## config.mk

```make
export PLATFORM = sky130hd
export DESIGN_NAME = sliding_window_reorder_receiver
export DESIGN_NICKNAME = d
export VERILOG_FILES = /design/src/rtl/swr_pkg.sv /design/src/rtl/swr_store.sv /design/src/rtl/sliding_window_reorder_receiver.sv
export SDC_FILE = /design/constraint.sdc
export NUM_CORES = 1
export LEC_CHECK = 0
export ABC_AREA = 1
export BUFFER_PORTS_ARGS = -buffer_cell sky130_fd_sc_hd__buf_2
export CAP_MARGIN = 15
export CORE_ASPECT_RATIO = 2
export CORE_MARGIN = 4
export CORE_UTILIZATION = 34
export DETAILED_ROUTE_END_ITERATION = 6
export GPL_TIMING_DRIVEN = 0
export MAX_ROUTING_LAYER = met4
export PLACE_DENSITY_LB_ADDON = 0.15
export SLEW_MARGIN = 20
export SYNTH_ARGS = -nofsm -noshare
export SYNTH_HDL_FRONTEND = slang
export SYNTH_SLANG_ARGS = --single-unit
export TNS_END_PERCENT = 50
```

## constraint.sdc

```tcl
create_clock -name clk -period 7 [get_ports clk]
set_input_delay 0.7 -clock clk [delete_from_list [all_inputs] [get_ports clk]]
set_output_delay 0.7 -clock clk [all_outputs]
set_load 0.03 [all_outputs]
```

## src/rtl/swr_pkg.sv

```systemverilog
// Shared types and codes for the sliding window reorder receiver.
// Request and result structs, packet and result kinds, reorder store records.
// No dependencies.
`timescale 1ns / 1ps

package swr_pkg;

  // packet types
  localparam logic [1:0] PT_START = 2'd0;
  localparam logic [1:0] PT_END   = 2'd1;
  localparam logic [1:0] PT_DATA  = 2'd2;
  localparam logic [1:0] PT_ACK   = 2'd3;

  // result kinds
  localparam logic [1:0] KIND_DELIVER = 2'd0;
  localparam logic [1:0] KIND_ACK     = 2'd1;
  localparam logic [1:0] KIND_FINAL   = 2'd2;

  // configuration register indexes
  typedef logic [0:0] cfg_addr_t;
  localparam cfg_addr_t CFG_WINDOW = 1'b0;
  localparam cfg_addr_t CFG_MODE   = 1'b1;
  localparam int        CFG_DW     = 5;

  localparam logic [4:0] WINDOW_RST = 5'd8;
  // longest run of buffered deliveries after one in-order packet
  localparam logic [4:0] MAX_DRAIN  = 5'd31;

  typedef struct packed {
    logic        header_ok;
    logic [1:0]  packet_type;
    logic [31:0] seq;
    logic [10:0] payload_len;
    logic [15:0] payload_tag;
  } req_t;

  typedef struct packed {
    logic [1:0]  kind;
    logic [31:0] ack_seq;
    logic [15:0] out_tag;
    logic [10:0] out_len;
    logic        last;
  } rsp_t;

  typedef struct packed {
    logic [15:0] tag;
    logic [10:0] len;
  } slot_data_t;

  typedef struct packed {
    logic wr;   // store record at write index and mark it full
    logic rd;   // read record at read index
    logic clr;  // mark read index empty
  } store_cmd_t;

  typedef struct packed {
    logic wr_full;
    logic rd_full;
  } store_sts_t;

endpackage

```

## src/rtl/swr_store.sv

```systemverilog
// Reorder store: per-slot full flags plus a tag/length memory with registered read.
// Depends on swr_pkg.
`timescale 1ns / 1ps

module swr_store #(
  parameter int REORDER_SLOTS = 32,
  parameter int IDXW          = 5
) (
  input  logic                 clk,
  input  logic                 rst_n,
  input  swr_pkg::store_cmd_t  cmd,
  input  logic [IDXW-1:0]      waddr,
  input  swr_pkg::slot_data_t  wdata,
  input  logic [IDXW-1:0]      raddr,
  output swr_pkg::slot_data_t  rdata,
  output swr_pkg::store_sts_t  sts
);
  import swr_pkg::*;

  logic [REORDER_SLOTS-1:0] full_r;
  slot_data_t               mem_r [REORDER_SLOTS];
  slot_data_t               rdata_r;

  always_ff @(posedge clk) begin
    if (!rst_n) begin
      full_r <= '0;
    end else begin
      if (cmd.wr) begin
        full_r[waddr] <= 1'b1;
      end
      if (cmd.clr) begin
        full_r[raddr] <= 1'b0;
      end
    end
  end

  always_ff @(posedge clk) begin
    if (cmd.wr) begin
      mem_r[waddr] <= wdata;
    end
    if (cmd.rd) begin
      rdata_r <= mem_r[raddr];
    end
  end

  assign rdata       = rdata_r;
  assign sts.wr_full = full_r[waddr];
  assign sts.rd_full = full_r[raddr];

endmodule

```

## src/rtl/sliding_window_reorder_receiver.sv

```systemverilog
// Top level of the sliding window reorder receiver: sequencer, shared adder, config.
// Depends on swr_pkg and swr_store.
`timescale 1ns / 1ps

// Receiving side of a windowed reliable transfer.
// Requests: a packet header on in_req is taken at a clock edge where start is
// high and busy is low. Results appear on out_rsp for exactly one cycle with
// out_valid high; the receiver always takes them. out_rsp.last marks the final
// result of a request.
// Configuration: cfg_we/cfg_addr/cfg_wdata write the window span (index 0) and
// the ack mode (index 1); write only while busy is low and no result is pending.
// Timing: one 33-bit adder serves every sequence compare and increment.
// The opening request and requests dropped without a check (bad header, start
// or ack type, closed session) finish in ST_IDLE; the opening ack follows next cycle.
// A checked packet passes ST_CMP, also when the window check drops it; a stored
// or acked-only packet gets its ack registered from ST_CMP. An in-order data
// packet gets its delivery registered from ST_CMP, then each buffered successor
// goes through ST_INC, ST_PROBE and ST_READ (increment, slot probe, memory
// read), and the closing ack comes from a last ST_INC and ST_PROBE.
// Reset returns to the waiting phase, expected number zero, store empty,
// window 8 and cumulative acks.
module sliding_window_reorder_receiver #(
  parameter int REORDER_SLOTS = 32
) (
  input  logic                        clk,
  input  logic                        rst_n,
  input  logic                        start,
  output logic                        busy,
  input  swr_pkg::req_t               in_req,
  output logic                        out_valid,
  output swr_pkg::rsp_t               out_rsp,
  input  logic                        cfg_we,
  input  swr_pkg::cfg_addr_t          cfg_addr,
  input  logic [swr_pkg::CFG_DW-1:0]  cfg_wdata
);
  import swr_pkg::*;

  localparam int              IDXW     = (REORDER_SLOTS > 1) ? $clog2(REORDER_SLOTS) : 1;
  localparam logic [IDXW:0]   SLOTS_W  = (IDXW + 1)'(REORDER_SLOTS);
  localparam logic [IDXW-1:0] IDX_LAST = IDXW'(REORDER_SLOTS - 1);

  typedef enum logic [2:0] {
    ST_IDLE,
    ST_CMP,
    ST_INC,
    ST_PROBE,
    ST_READ
  } state_t;

  typedef enum logic [1:0] {
    PH_WAIT,
    PH_OPEN,
    PH_CLOSED
  } phase_t;

  state_t          state_r, state_nxt;
  phase_t          phase_r, phase_nxt;
  logic [31:0]     expected_r, expected_nxt;
  logic [IDXW-1:0] exp_idx_r, exp_idx_nxt;
  logic [4:0]      drained_r, drained_nxt;
  logic [4:0]      window_r, window_nxt;
  logic            mode_r, mode_nxt;
  logic            out_valid_r, out_valid_nxt;
  rsp_t            out_r, out_nxt;

  logic [31:0]     seq_r, seq_nxt;
  logic [1:0]      type_r, type_nxt;
  logic [15:0]     tag_r, tag_nxt;
  logic [10:0]     len_r, len_nxt;

  // shared adder
  logic [31:0]     alu_a, alu_b;
  logic [32:0]     alu_sum;
  logic            carry;
  logic [31:0]     dmag;
  logic            win_drop;
  logic            in_store;
  logic [IDXW:0]   slot_sum;
  logic [IDXW-1:0] slot_idx;
  logic [31:0]     ack_val;

  store_cmd_t      cmd;
  store_sts_t      sts;
  slot_data_t      wdata, rdata;

  logic            accept;

  assign accept = start && (state_r == ST_IDLE);
  assign busy   = (state_r != ST_IDLE);

  // CMP: seq - expected (carry set when seq >= expected); INC: expected + 1
  assign alu_a   = (state_r == ST_CMP) ? seq_r : expected_r;
  assign alu_b   = (state_r == ST_CMP) ? ~expected_r : 32'd0;
  assign alu_sum = {1'b0, alu_a} + {1'b0, alu_b} + 33'd1;
  assign carry   = alu_sum[32];
  assign dmag    = alu_sum[31:0];

  assign win_drop = mode_r ? (dmag >= {27'd0, window_r}) : (dmag > {27'd0, window_r});
  assign in_store = (dmag < 32'(REORDER_SLOTS));

  // slot of a later packet: expected slot plus distance, wrapped once
  assign slot_sum = {1'b0, exp_idx_r} + {1'b0, dmag[IDXW-1:0]};
  assign slot_idx = (slot_sum >= SLOTS_W) ? IDXW'(slot_sum - SLOTS_W) : slot_sum[IDXW-1:0];

  assign ack_val = mode_r ? seq_r : expected_r;

  assign wdata.tag = tag_r;
  assign wdata.len = len_r;

  always_comb begin
    cmd.wr  = (state_r == ST_CMP) && (type_r == PT_DATA) && carry && !win_drop &&
              (dmag != 32'd0) && in_store && !sts.wr_full;
    cmd.rd  = (state_r == ST_PROBE) && sts.rd_full && (drained_r != MAX_DRAIN);
    cmd.clr = cmd.rd;
  end

  swr_store #(
    .REORDER_SLOTS (REORDER_SLOTS),
    .IDXW          (IDXW)
  ) u_store (
    .clk   (clk),
    .rst_n (rst_n),
    .cmd   (cmd),
    .waddr (slot_idx),
    .wdata (wdata),
    .raddr (exp_idx_r),
    .rdata (rdata),
    .sts   (sts)
  );

  always_comb begin
    state_nxt     = state_r;
    phase_nxt     = phase_r;
    expected_nxt  = expected_r;
    exp_idx_nxt   = exp_idx_r;
    drained_nxt   = drained_r;
    window_nxt    = window_r;
    mode_nxt      = mode_r;
    out_valid_nxt = 1'b0;
    out_nxt       = out_r;
    seq_nxt       = seq_r;
    type_nxt      = type_r;
    tag_nxt       = tag_r;
    len_nxt       = len_r;

    if (cfg_we) begin
      case (cfg_addr)
        CFG_WINDOW: window_nxt = cfg_wdata;
        CFG_MODE:   mode_nxt   = cfg_wdata[0];
        default:    ;
      endcase
    end

    case (state_r)
      ST_IDLE: begin
        if (accept) begin
          seq_nxt  = in_req.seq;
          type_nxt = in_req.packet_type;
          tag_nxt  = in_req.payload_tag;
          len_nxt  = in_req.payload_len;
          if (phase_r == PH_WAIT) begin
            // opening request: ack its own number whatever it holds
            phase_nxt     = PH_OPEN;
            out_valid_nxt = 1'b1;
            out_nxt       = '{kind: KIND_ACK, ack_seq: in_req.seq, out_tag: 16'd0,
                              out_len: 11'd0, last: 1'b1};
          end else if ((phase_r == PH_OPEN) && in_req.header_ok &&
                       ((in_req.packet_type == PT_END) ||
                        (in_req.packet_type == PT_DATA))) begin
            state_nxt = ST_CMP;
          end
        end
      end
      ST_CMP: begin
        state_nxt = ST_IDLE;
        // drop stale and out-of-window packets
        if (carry && !win_drop) begin
          if (type_r == PT_END) begin
            if (dmag == 32'd0) begin
              phase_nxt     = PH_CLOSED;
              out_valid_nxt = 1'b1;
              out_nxt       = '{kind: KIND_FINAL, ack_seq: seq_r, out_tag: 16'd0,
                                out_len: 11'd0, last: 1'b1};
            end
          end else if (dmag == 32'd0) begin
            out_valid_nxt = 1'b1;
            out_nxt       = '{kind: KIND_DELIVER, ack_seq: 32'd0, out_tag: tag_r,
                              out_len: len_r, last: 1'b0};
            drained_nxt   = 5'd0;
            state_nxt     = ST_INC;
          end else begin
            out_valid_nxt = 1'b1;
            out_nxt       = '{kind: KIND_ACK, ack_seq: ack_val, out_tag: 16'd0,
                              out_len: 11'd0, last: 1'b1};
          end
        end
      end
      ST_INC: begin
        expected_nxt = dmag;
        // counter wrap or the last slot restarts the slot index at zero
        if (carry || (exp_idx_r == IDX_LAST)) begin
          exp_idx_nxt = '0;
        end else begin
          exp_idx_nxt = exp_idx_r + IDXW'(1);
        end
        state_nxt = ST_PROBE;
      end
      ST_PROBE: begin
        if (cmd.rd) begin
          state_nxt = ST_READ;
        end else begin
          out_valid_nxt = 1'b1;
          out_nxt       = '{kind: KIND_ACK, ack_seq: ack_val, out_tag: 16'd0,
                            out_len: 11'd0, last: 1'b1};
          state_nxt     = ST_IDLE;
        end
      end
      ST_READ: begin
        out_valid_nxt = 1'b1;
        out_nxt       = '{kind: KIND_DELIVER, ack_seq: 32'd0, out_tag: rdata.tag,
                          out_len: rdata.len, last: 1'b0};
        drained_nxt   = drained_r + 5'd1;
        state_nxt     = ST_INC;
      end
      default: begin
        state_nxt = ST_IDLE;
      end
    endcase
  end

  always_ff @(posedge clk) begin
    if (!rst_n) begin
      state_r     <= ST_IDLE;
      phase_r     <= PH_WAIT;
      expected_r  <= 32'd0;
      exp_idx_r   <= '0;
      drained_r   <= 5'd0;
      window_r    <= WINDOW_RST;
      mode_r      <= 1'b0;
      out_valid_r <= 1'b0;
    end else begin
      state_r     <= state_nxt;
      phase_r     <= phase_nxt;
      expected_r  <= expected_nxt;
      exp_idx_r   <= exp_idx_nxt;
      drained_r   <= drained_nxt;
      window_r    <= window_nxt;
      mode_r      <= mode_nxt;
      out_valid_r <= out_valid_nxt;
    end
    out_r  <= out_nxt;
    seq_r  <= seq_nxt;
    type_r <= type_nxt;
    tag_r  <= tag_nxt;
    len_r  <= len_nxt;
  end

  assign out_valid = out_valid_r;
  assign out_rsp   = out_r;

  a_deliver_not_last: assert property (@(posedge clk) disable iff (!rst_n)
    (out_valid && (out_rsp.kind == KIND_DELIVER)) |-> !out_rsp.last)
    else $error("delivery marked as last result");

  a_final_closes: assert property (@(posedge clk) disable iff (!rst_n)
    (out_valid && (out_rsp.kind == KIND_FINAL)) |-> (phase_r == PH_CLOSED))
    else $error("final ack without closing the session");

  a_read_clears_slot: assert property (@(posedge clk) disable iff (!rst_n)
    (state_r == ST_READ) |-> !sts.rd_full)
    else $error("drained slot still marked full");

  a_busy_open: assert property (@(posedge clk) disable iff (!rst_n)
    busy |-> (phase_r == PH_OPEN))
    else $error("sequencer busy outside an open session");

endmodule
```

==> summary.md, run 1 <==
| Metric | Value |
|---|---|
| Post-synth EDFFs | `1014` |
| VDD IR max | `0.000181 V` |
| Area Overhead vs Synth | `19.8%` |
| Drt via density | `5.53` |
| Rel. slew slack | `17.0%` |
| Synth Area in Simple Gates | `10.9%` |
| Prevailing post-synth register cell | `edfxtp_1` |
| Initial Util | `34.2%` |
| Adder-cell share of the synthesized area | `1.37%` |
| Library cells used by synthesis | `47` |
| Worst hold path depth | `1` |
| Asr flop ratio synth | `0%` |
| Leakage | `19.9 nW` |
| Final instance area | `55900 µm²` |
| Total GRT Usage | `27.8%` |
| Status | `finished, final reports clean` |
| Root Buffer | `clkbuf_16` |
| Peak Freq | `148 MHz` |
| Register area | `32200 µm²` |
| Mux contribution to synthesized area | `0%` |
| Fill count | `12900` |
| Core area | `137000 µm²` |
| Tcrit/Tclk final | `96.4%` |
| Flops & latches, synth | `1100` |
| Hold path start | `in_req[19]` |
| Power per cell area | `240 nW/µm²` |
| CTS Sinks | `1100` |
| Final min period | `6.75 ns` |
| First-pass DRT Iterations | `5` |
| Crit-path slowest cell | `o21ai_1` |
| Slew Limit Fails | `0` |
| Count of final setup violators | `0` |
| Syn_area_per_cell | `11.4 µm²` |
| Main combinational cell family by area after synthesis | `compound AO/OA/AOI/OAI gates` |
| Worst hold path type | `in2reg` |
| Largest net degree at the start of global routing | `53` |
| Critical Path AT | `7.15 ns` |
| H-tree Lvls | `3` |
| RSZ-0062 raised after global routing | `no` |
| Post-DP HPWL | `148 mm` |
| Clock transition at path regs | `0.06 ns` |
| DIE AREA | `144000 µm²` |
| Cell repeated most along the worst path | `nand2_1` |
| Sequential cell area fraction in the yosys report | `68.9%` |
| Mapped Area | `46700 µm²` |
| DRC violations left | `0` |
| Die height | `532 µm` |
| Vias in the first global route | `34800` |
| CTS Hold Bufs | `0` |
| Post-Syn Nets | `4205` |
| Gpl congestion | `0.946` |
| Worst-margin pin slew | `1.25 ns` |
| Final net count | `4641` |
| Initial antenna violation count | `7` |
| Number of buffers created by CTS | `97` |
| Multi-input gate area | `12900 µm²` |
| Antenna viol nets, final | `0` |
| Clk_skew | `0.0244 ns` |
| R2R Setup Slk | `0.25 ns` |
| Setup CP Type | `reg2reg` |
| DR iter-0 viols | `2967` |
| Setup WS post-layout | `0.252 ns` |
| Number of port buffers | `134` |
| Drt wl/cell | `31.5 µm` |
| Vias | `35100` |
| Clock Latency Late Sink | `0.72 ns` |
| GR Overflow Total | `0` |
| CTS tree | `built` |
| Startpoint types | `flop` |
| Placement Rows | `192` |
| Worst flop-to-flop path endpoint | `u_store.mem_r[15][16]` |
| Reg2reg start | `state_r[0]` |
| Final hold viol count | `0` |
| Placed cell area | `51600 µm²` |
| Crit-path max FO | `14` |
| Register-to-Register Path Depth | `26` |
| Max incr delay on CP | `0.46 ns` |
| Max cap viols | `0` |
| Gate Count Post-Synth | `4083` |
| Pre-CTS setup slack | `-1.13 ns` |
| Final wirelength | `200 mm` |
| Compound-Gate Fraction of Synth Area | `14.3%` |
| Top-Level Pins | `136` |
| Share of cells above drive strength 1 | `12.9%` |
| Xor/xnor share of the synthesized area | `0.241%` |
| Hold Crit Endpoint | `len_r[3]` |
| CP Capture Type | `flop` |
| First-pass GRT wire length | `271 mm` |
| CP required | `7.40 ns` |
| Die Span X | `270 µm` |
| Max Buffers Root-to-Sink | `3` |
| Synth warnings | `0` |
## layout by cell type, fill, tap and decap left out, types with 7 or more instances in the layout
| master | netlist | final |
|---|---|---|
| a22o_1 | 78 | 78 |
| a221oi_1 | 88 | 87 |
| buf_2 | 6 | 147 |
| inv_1 | 281 | 280 |
| nor3_1 | 13 | 7 |
| clkinvlp_4 | 0 | 7 |
| nand3b_1 | 8 | 8 |
| nor2_1 | 635 | 599 |
| o21ai_0 | 571 | 568 |
| nor2_4 | 2 | 36 |
| o21ai_1 | 4 | 7 |
| a21oi_1 | 145 | 145 |
| clkbuf_2 | 0 | 18 |
| edfxtp_1 | 1014 | 1014 |
| buf_8 | 0 | 42 |
| buf_4 | 6 | 94 |
| clkbuf_1 | 204 | 199 |
| o211ai_1 | 17 | 17 |
| dfxtp_1 | 86 | 86 |
| clkinv_1 | 5 | 26 |
| nor2_2 | 5 | 7 |
| nand3_1 | 84 | 82 |
| clkinv_2 | 0 | 14 |
| buf_12 | 0 | 50 |
| ha_1 | 48 | 48 |
| nand2_2 | 7 | 7 |
| nand2_1 | 476 | 476 |
| nand4_1 | 21 | 21 |
| buf_16 | 0 | 16 |
| clkbuf_16 | 0 | 98 |
| bufinv_16 | 0 | 11 |
| o22ai_1 | 222 | 222 |
## cell usage after synthesis, types with 13 or more instances
master | instances | share of area (%)
edfxtp_1 | 1014 | 65
nor2_1 | 635 | 5.1
o21ai_0 | 571 | 6.1
nand2_1 | 476 | 3.8
inv_1 | 281 | 2.3
o22ai_1 | 222 | 3.0
clkbuf_1 | 204 | 1.6
a21oi_1 | 145 | 1.6
a221oi_1 | 88 | 1.7
dfxtp_1 | 86 | 3.7
nand3_1 | 84 | 0.90
a22o_1 | 78 | 1.5
ha_1 | 48 | 1.3
nand4_1 | 21 | 0.28
o211ai_1 | 17 | 0.27
nor3_1 | 13 | 0.14
## cell families after synthesis
group,Yosys count
xor gates and xnor gates,12
buffers and inverters,516
AOI/OAI and AO/OA,1137
and+or+nand+nor,1268
DFF,1100
adders and majority gates,50
## power breakdown
group | total (mW) | switching [mW] | internal, mW
clock | 5.56 | 2.56 | 3.00
combinational | 0.571 | 0.426 | 0.145
sequential | 7.30 | 0.0552 | 7.24
## worst max-delay path, delay by kind of cell (launching register included)
family	cells	cell delay [ns]
AO/OA/AOI/OAI	1	0.46
flip-flops	1	0.35
buffers and inverters	7	1.49
AND/OR/NAND/NOR	17	3.70
adder cells (fa/ha/maj)	1	0.33
## sequential cells by signal, indices dropped and copies added (netlist names), 11 cells and up
signal,count
len_r,11
u_store.rdata,27
u_store.mem_r,864
tag_r,16
seq_r,32
expected_r,32
u_store.full_r,32
out_rsp,62
## timing repair
item | in CTS | in global routing
setup buffers | 97 | 1
endpoints found under the setup margin | 916 | 862
resized for setup | 9 | 9
pin swaps | 32 | 1
gates cloned | 0 | 0
## worst max path at each step
stage               start                     to  slack [ns]  cells after the start
2_1_floorplan  state_r[0]    u_store.mem_r[0][0]        1.27                     21
3_3_place_gp   state_r[0]   u_store.mem_r[7][20]       -3.57                     23
3_5_place_dp   state_r[0]   u_store.mem_r[6][24]       -1.13                     25
4_1_cts        state_r[0]   u_store.mem_r[15][3]        0.05                     29
5_1_grt        state_r[0]   u_store.mem_r[15][6]       0.007                     27
6_report       state_r[0]  u_store.mem_r[15][16]        0.25                     26
## stage by stage
| stage | std cells | TNS [ns] | hold slack (ns) | power (mW) | utilization, % |
|---|---|---|---|---|---|
| after floorplan | 4083 | 0 | 0.435 | 7.68 | - |
| after global placement | 5963 | -2809.80 | 0.452 | 7.95 | 36.2 |
| after detailed placement | 6065 | -779.53 | 0.460 | 8.00 | 37.7 |
| after CTS | 6340 | 0 | 0.116 | 13.5 | 40.8 |
| after global routing | 6348 | 0 | 0.128 | 13.8 | 40.9 |
| final | 6349 | 0 | 0.159 | 13.4 | 40.9 |
## per-layer routing
metal	vias to the layer above	GRT usage [%]	share of wire, %
met5	-	-	0
met4	0	25.6	12
met3	608	3.28	4.4
met2	1422	50.6	53
met1	17400	24.7	31
li1	15700	-	-
## final cells by class
| class | instances | area share (%) |
|---|---|---|
| diodes | 5 | 0.0224 |
| plain buffers | 226 | 1.66 |
| clock buffers | 114 | 4.51 |
| clock inverters | 64 | 1.18 |
| inverters | 290 | 1.95 |
| multi-input cells | 2467 | 23.0 |
| flip-flops and latches | 1100 | 57.5 |
| well taps | 1746 | 3.91 |
| repair buffers | 337 | 6.18 |
No activity file was read; power rests on OpenSTA's default activity.
==> run 2, diff against run 1 <==
- clock period: 7 -> 8.6 ns (I/O delays scaled with it)
==> summary.md, run 2 (same netlist as run 1, synthesis figures left out) <==
| Metric | Value |
|---|---|
| Cell repeated most along the worst path | `nor2_1` |
| Grt met3 use | `3.21%` |
| RSZ-0062 raised after global routing | `no` |
| CTS Sinks | `1100` |
| Max cap viols | `0` |
| Initial antenna violation count | `8` |
| DR iter-0 viols | `2931` |
| Rel. slew slack | `14.6%` |
| First-pass GRT wire length | `266 mm` |
| Core area | `137000 µm²` |
| Total GRT Usage | `27.3%` |
| Buf/Inv on CP | `8` |
| Critical Path AT | `8.58 ns` |
| GR peak layer | `met2` |
| CTS Hold Bufs | `0` |
| Clock Latency Late Sink | `0.72 ns` |
| Delay-heaviest family, CP | `simple AND/OR/NAND/NOR gates` |
| CTS tree | `built` |
| Die height | `532 µm` |
| Crit-path max FO | `16` |
| Die Span X | `270 µm` |
| Vias | `34600` |
| Clock transition at path regs | `0.07 ns` |
| Final net count | `4552` |
| Root Buffer | `clkbuf_16` |
| Drt via density | `5.52` |
| GR Overflow Total | `0` |
| Largest net degree at the start of global routing | `53` |
| Worst hold path type | `in2reg` |
| Power per cell area | `199 nW/µm²` |
| Max incr delay on CP | `0.76 ns` |
| Tcrit/Tclk final | `95.1%` |
| Gpl congestion | `0.946` |
| Grt met1 use | `24.5%` |
| Final min period | `8.18 ns` |
| Worst-margin pin slew | `1.28 ns` |
| Max Buffers Root-to-Sink | `3` |
| Clk_skew | `0.0252 ns` |
| CP Capture Type | `flop` |
| Leakage | `19.3 nW` |
| Vias in the first global route | `34200` |
| Top reg by flops | `u_store.mem_r` |
| First-pass DRT Iterations | `5` |
| Grt met2 use | `49.6%` |
| Slew Limit Fails | `0` |
| Placed insts | `6065` |
| Share of cells above drive strength 1 | `11.0%` |
| Final wirelength | `197 mm` |
| Finished Layout Cells | `6259` |
| Count of final setup violators | `0` |
| Status | `finished, final reports clean` |
| Final hold viol count | `0` |
| Placement Rows | `192` |
| DIE AREA | `144000 µm²` |
| Post-DP HPWL | `148 mm` |
| DRC violations left | `0` |
| Setup WS post-layout | `0.418 ns` |
| Crit-path slowest cell | `nor2_4` |
| Most common cell after layout, fill and taps aside | `edfxtp_1` |
| Drt wl/cell | `31.5 µm` |
| CP required | `9.00 ns` |
| Area Overhead vs Synth | `17.6%` |
| Max FFs per register | `864` |
| Number of buffers created by CTS | `97` |
| Pre-CTS setup slack | `0.465 ns` |
| Startpoint types | `flop` |
| VDD IR max | `0.000146 V` |
| Most frequent cells in the layout | `1014 x edfxtp_1, 600 x nor2_1, 568 x o21ai_0, 476 x nand2_1, 280 x inv_1` |
| H-tree Lvls | `3` |
| Antenna viol nets, final | `0` |
| Number of port buffers | `134` |
| Peak Freq | `122 MHz` |
| Initial Util | `34.2%` |
| Setup CP Type | `reg2reg` |
| Top-Level Pins | `136` |
## run 2: cell count changes in the layout (fill, tap and decap cells not counted), moves of 2 or more
cell / before / now
buf_12: 50 / 30
xor2_2: 3 / 1
buf_4: 94 / 25
xor2_1: 5 / 7
clkbuf_2: 18 / 16
nand3_2: 6 / 8
nand3_4: 4 / 0
buf_2: 147 / 145
nand3_1: 82 / 84
clkbuf_1: 199 / 203
## run 2: repair_timing
item,4_1_cts,5_1_grt
endpoints found under the setup margin,0,23
buffers inserted,0,10
gates resized for setup,0,0
## run 2: routing by layer
metal / up-vias / share of wire, %
met5: - / 0
met4: 0 / 12
met3: 574 / 4.6
met2: 1446 / 53
met1: 17100 / 31
li1: 15500 / -
## run 2: cell type report
class / instances / area [µm²]
Inverter: 290 / 1090
Clock buffer: 114 / 2520
Multi-Input combinational cell: 2467 / 12800
Fill cell: 13000 / 81800
Buffer: 226 / 922
Sequential cell: 1100 / 32200
Tap cell: 1746 / 2180
Timing Repair Buffer: 248 / 2530
Antenna cell: 4 / 10.0
Clock inverter: 64 / 661
## run 2: worst paths after layout
kind | cells after the start | from | endpoint | slack [ns]
max | 25 | state_r[0] | u_store.mem_r[24][4] | 0.42
min | 1 | in_req[14] | tag_r[14] | 0.32
max reg2reg | 25 | state_r[0] | u_store.mem_r[24][4] | 0.42
min reg2reg | 2 | phase_r[0] | phase_r[0] | 0.47
## run 2: worst reg2reg max path, stage by stage, from the launching register on
cell and delay [ns]:
dfxtp_1 0.35, inv_1 0.04, nor2_1 0.07, inv_1 0.07, nor2_1 0.32, clkbuf_1 0.69
clkbuf_1 0.65, nand2_1 0.12, o21ai_1 0.12, buf_4 0.21, ha_1 0.26, buf_4 0.16
a21oi_1 0.14, nand2_1 0.14, xor2_1 0.48, ha_1 0.37, xnor2_1 0.54, inv_1 0.21
nand4_1 0.57, nor2_1 0.19, nor2_1 0.13, nand3_1 0.14, nor3_4 0.32, nand3_2 0.50
nor2_4 0.77, buf_12 0.27
## run 2: power breakdown
| part | leakage [nW] | switching, mW | internal (mW) |
|---|---|---|---|
| clock network | 1.53 | 2.08 | 2.44 |
| registers | 9.89 | 0.0449 | 5.90 |
| logic | 7.91 | 0.343 | 0.116 |
| total | 19.3 | 2.47 | 8.45 |
## run 2: per-stage QoR
stage / total power [mW] / setup TNS [ns] / instance area, µm² / util [%] / hold slack, ns
after floorplan: 6.25 / 0 / 46700 / - / 0.435
after global placement: 6.47 / -1325.75 / 49500 / 36.2 / 0.452
after detailed placement: 6.51 / 0 / 51600 / 37.7 / 0.460
after CTS: 11.0 / 0 / 54800 / 40.1 / 0.276
after global routing: 11.2 / 0 / 54900 / 40.2 / 0.288
final: 10.9 / 0 / 54900 / 40.2 / 0.319
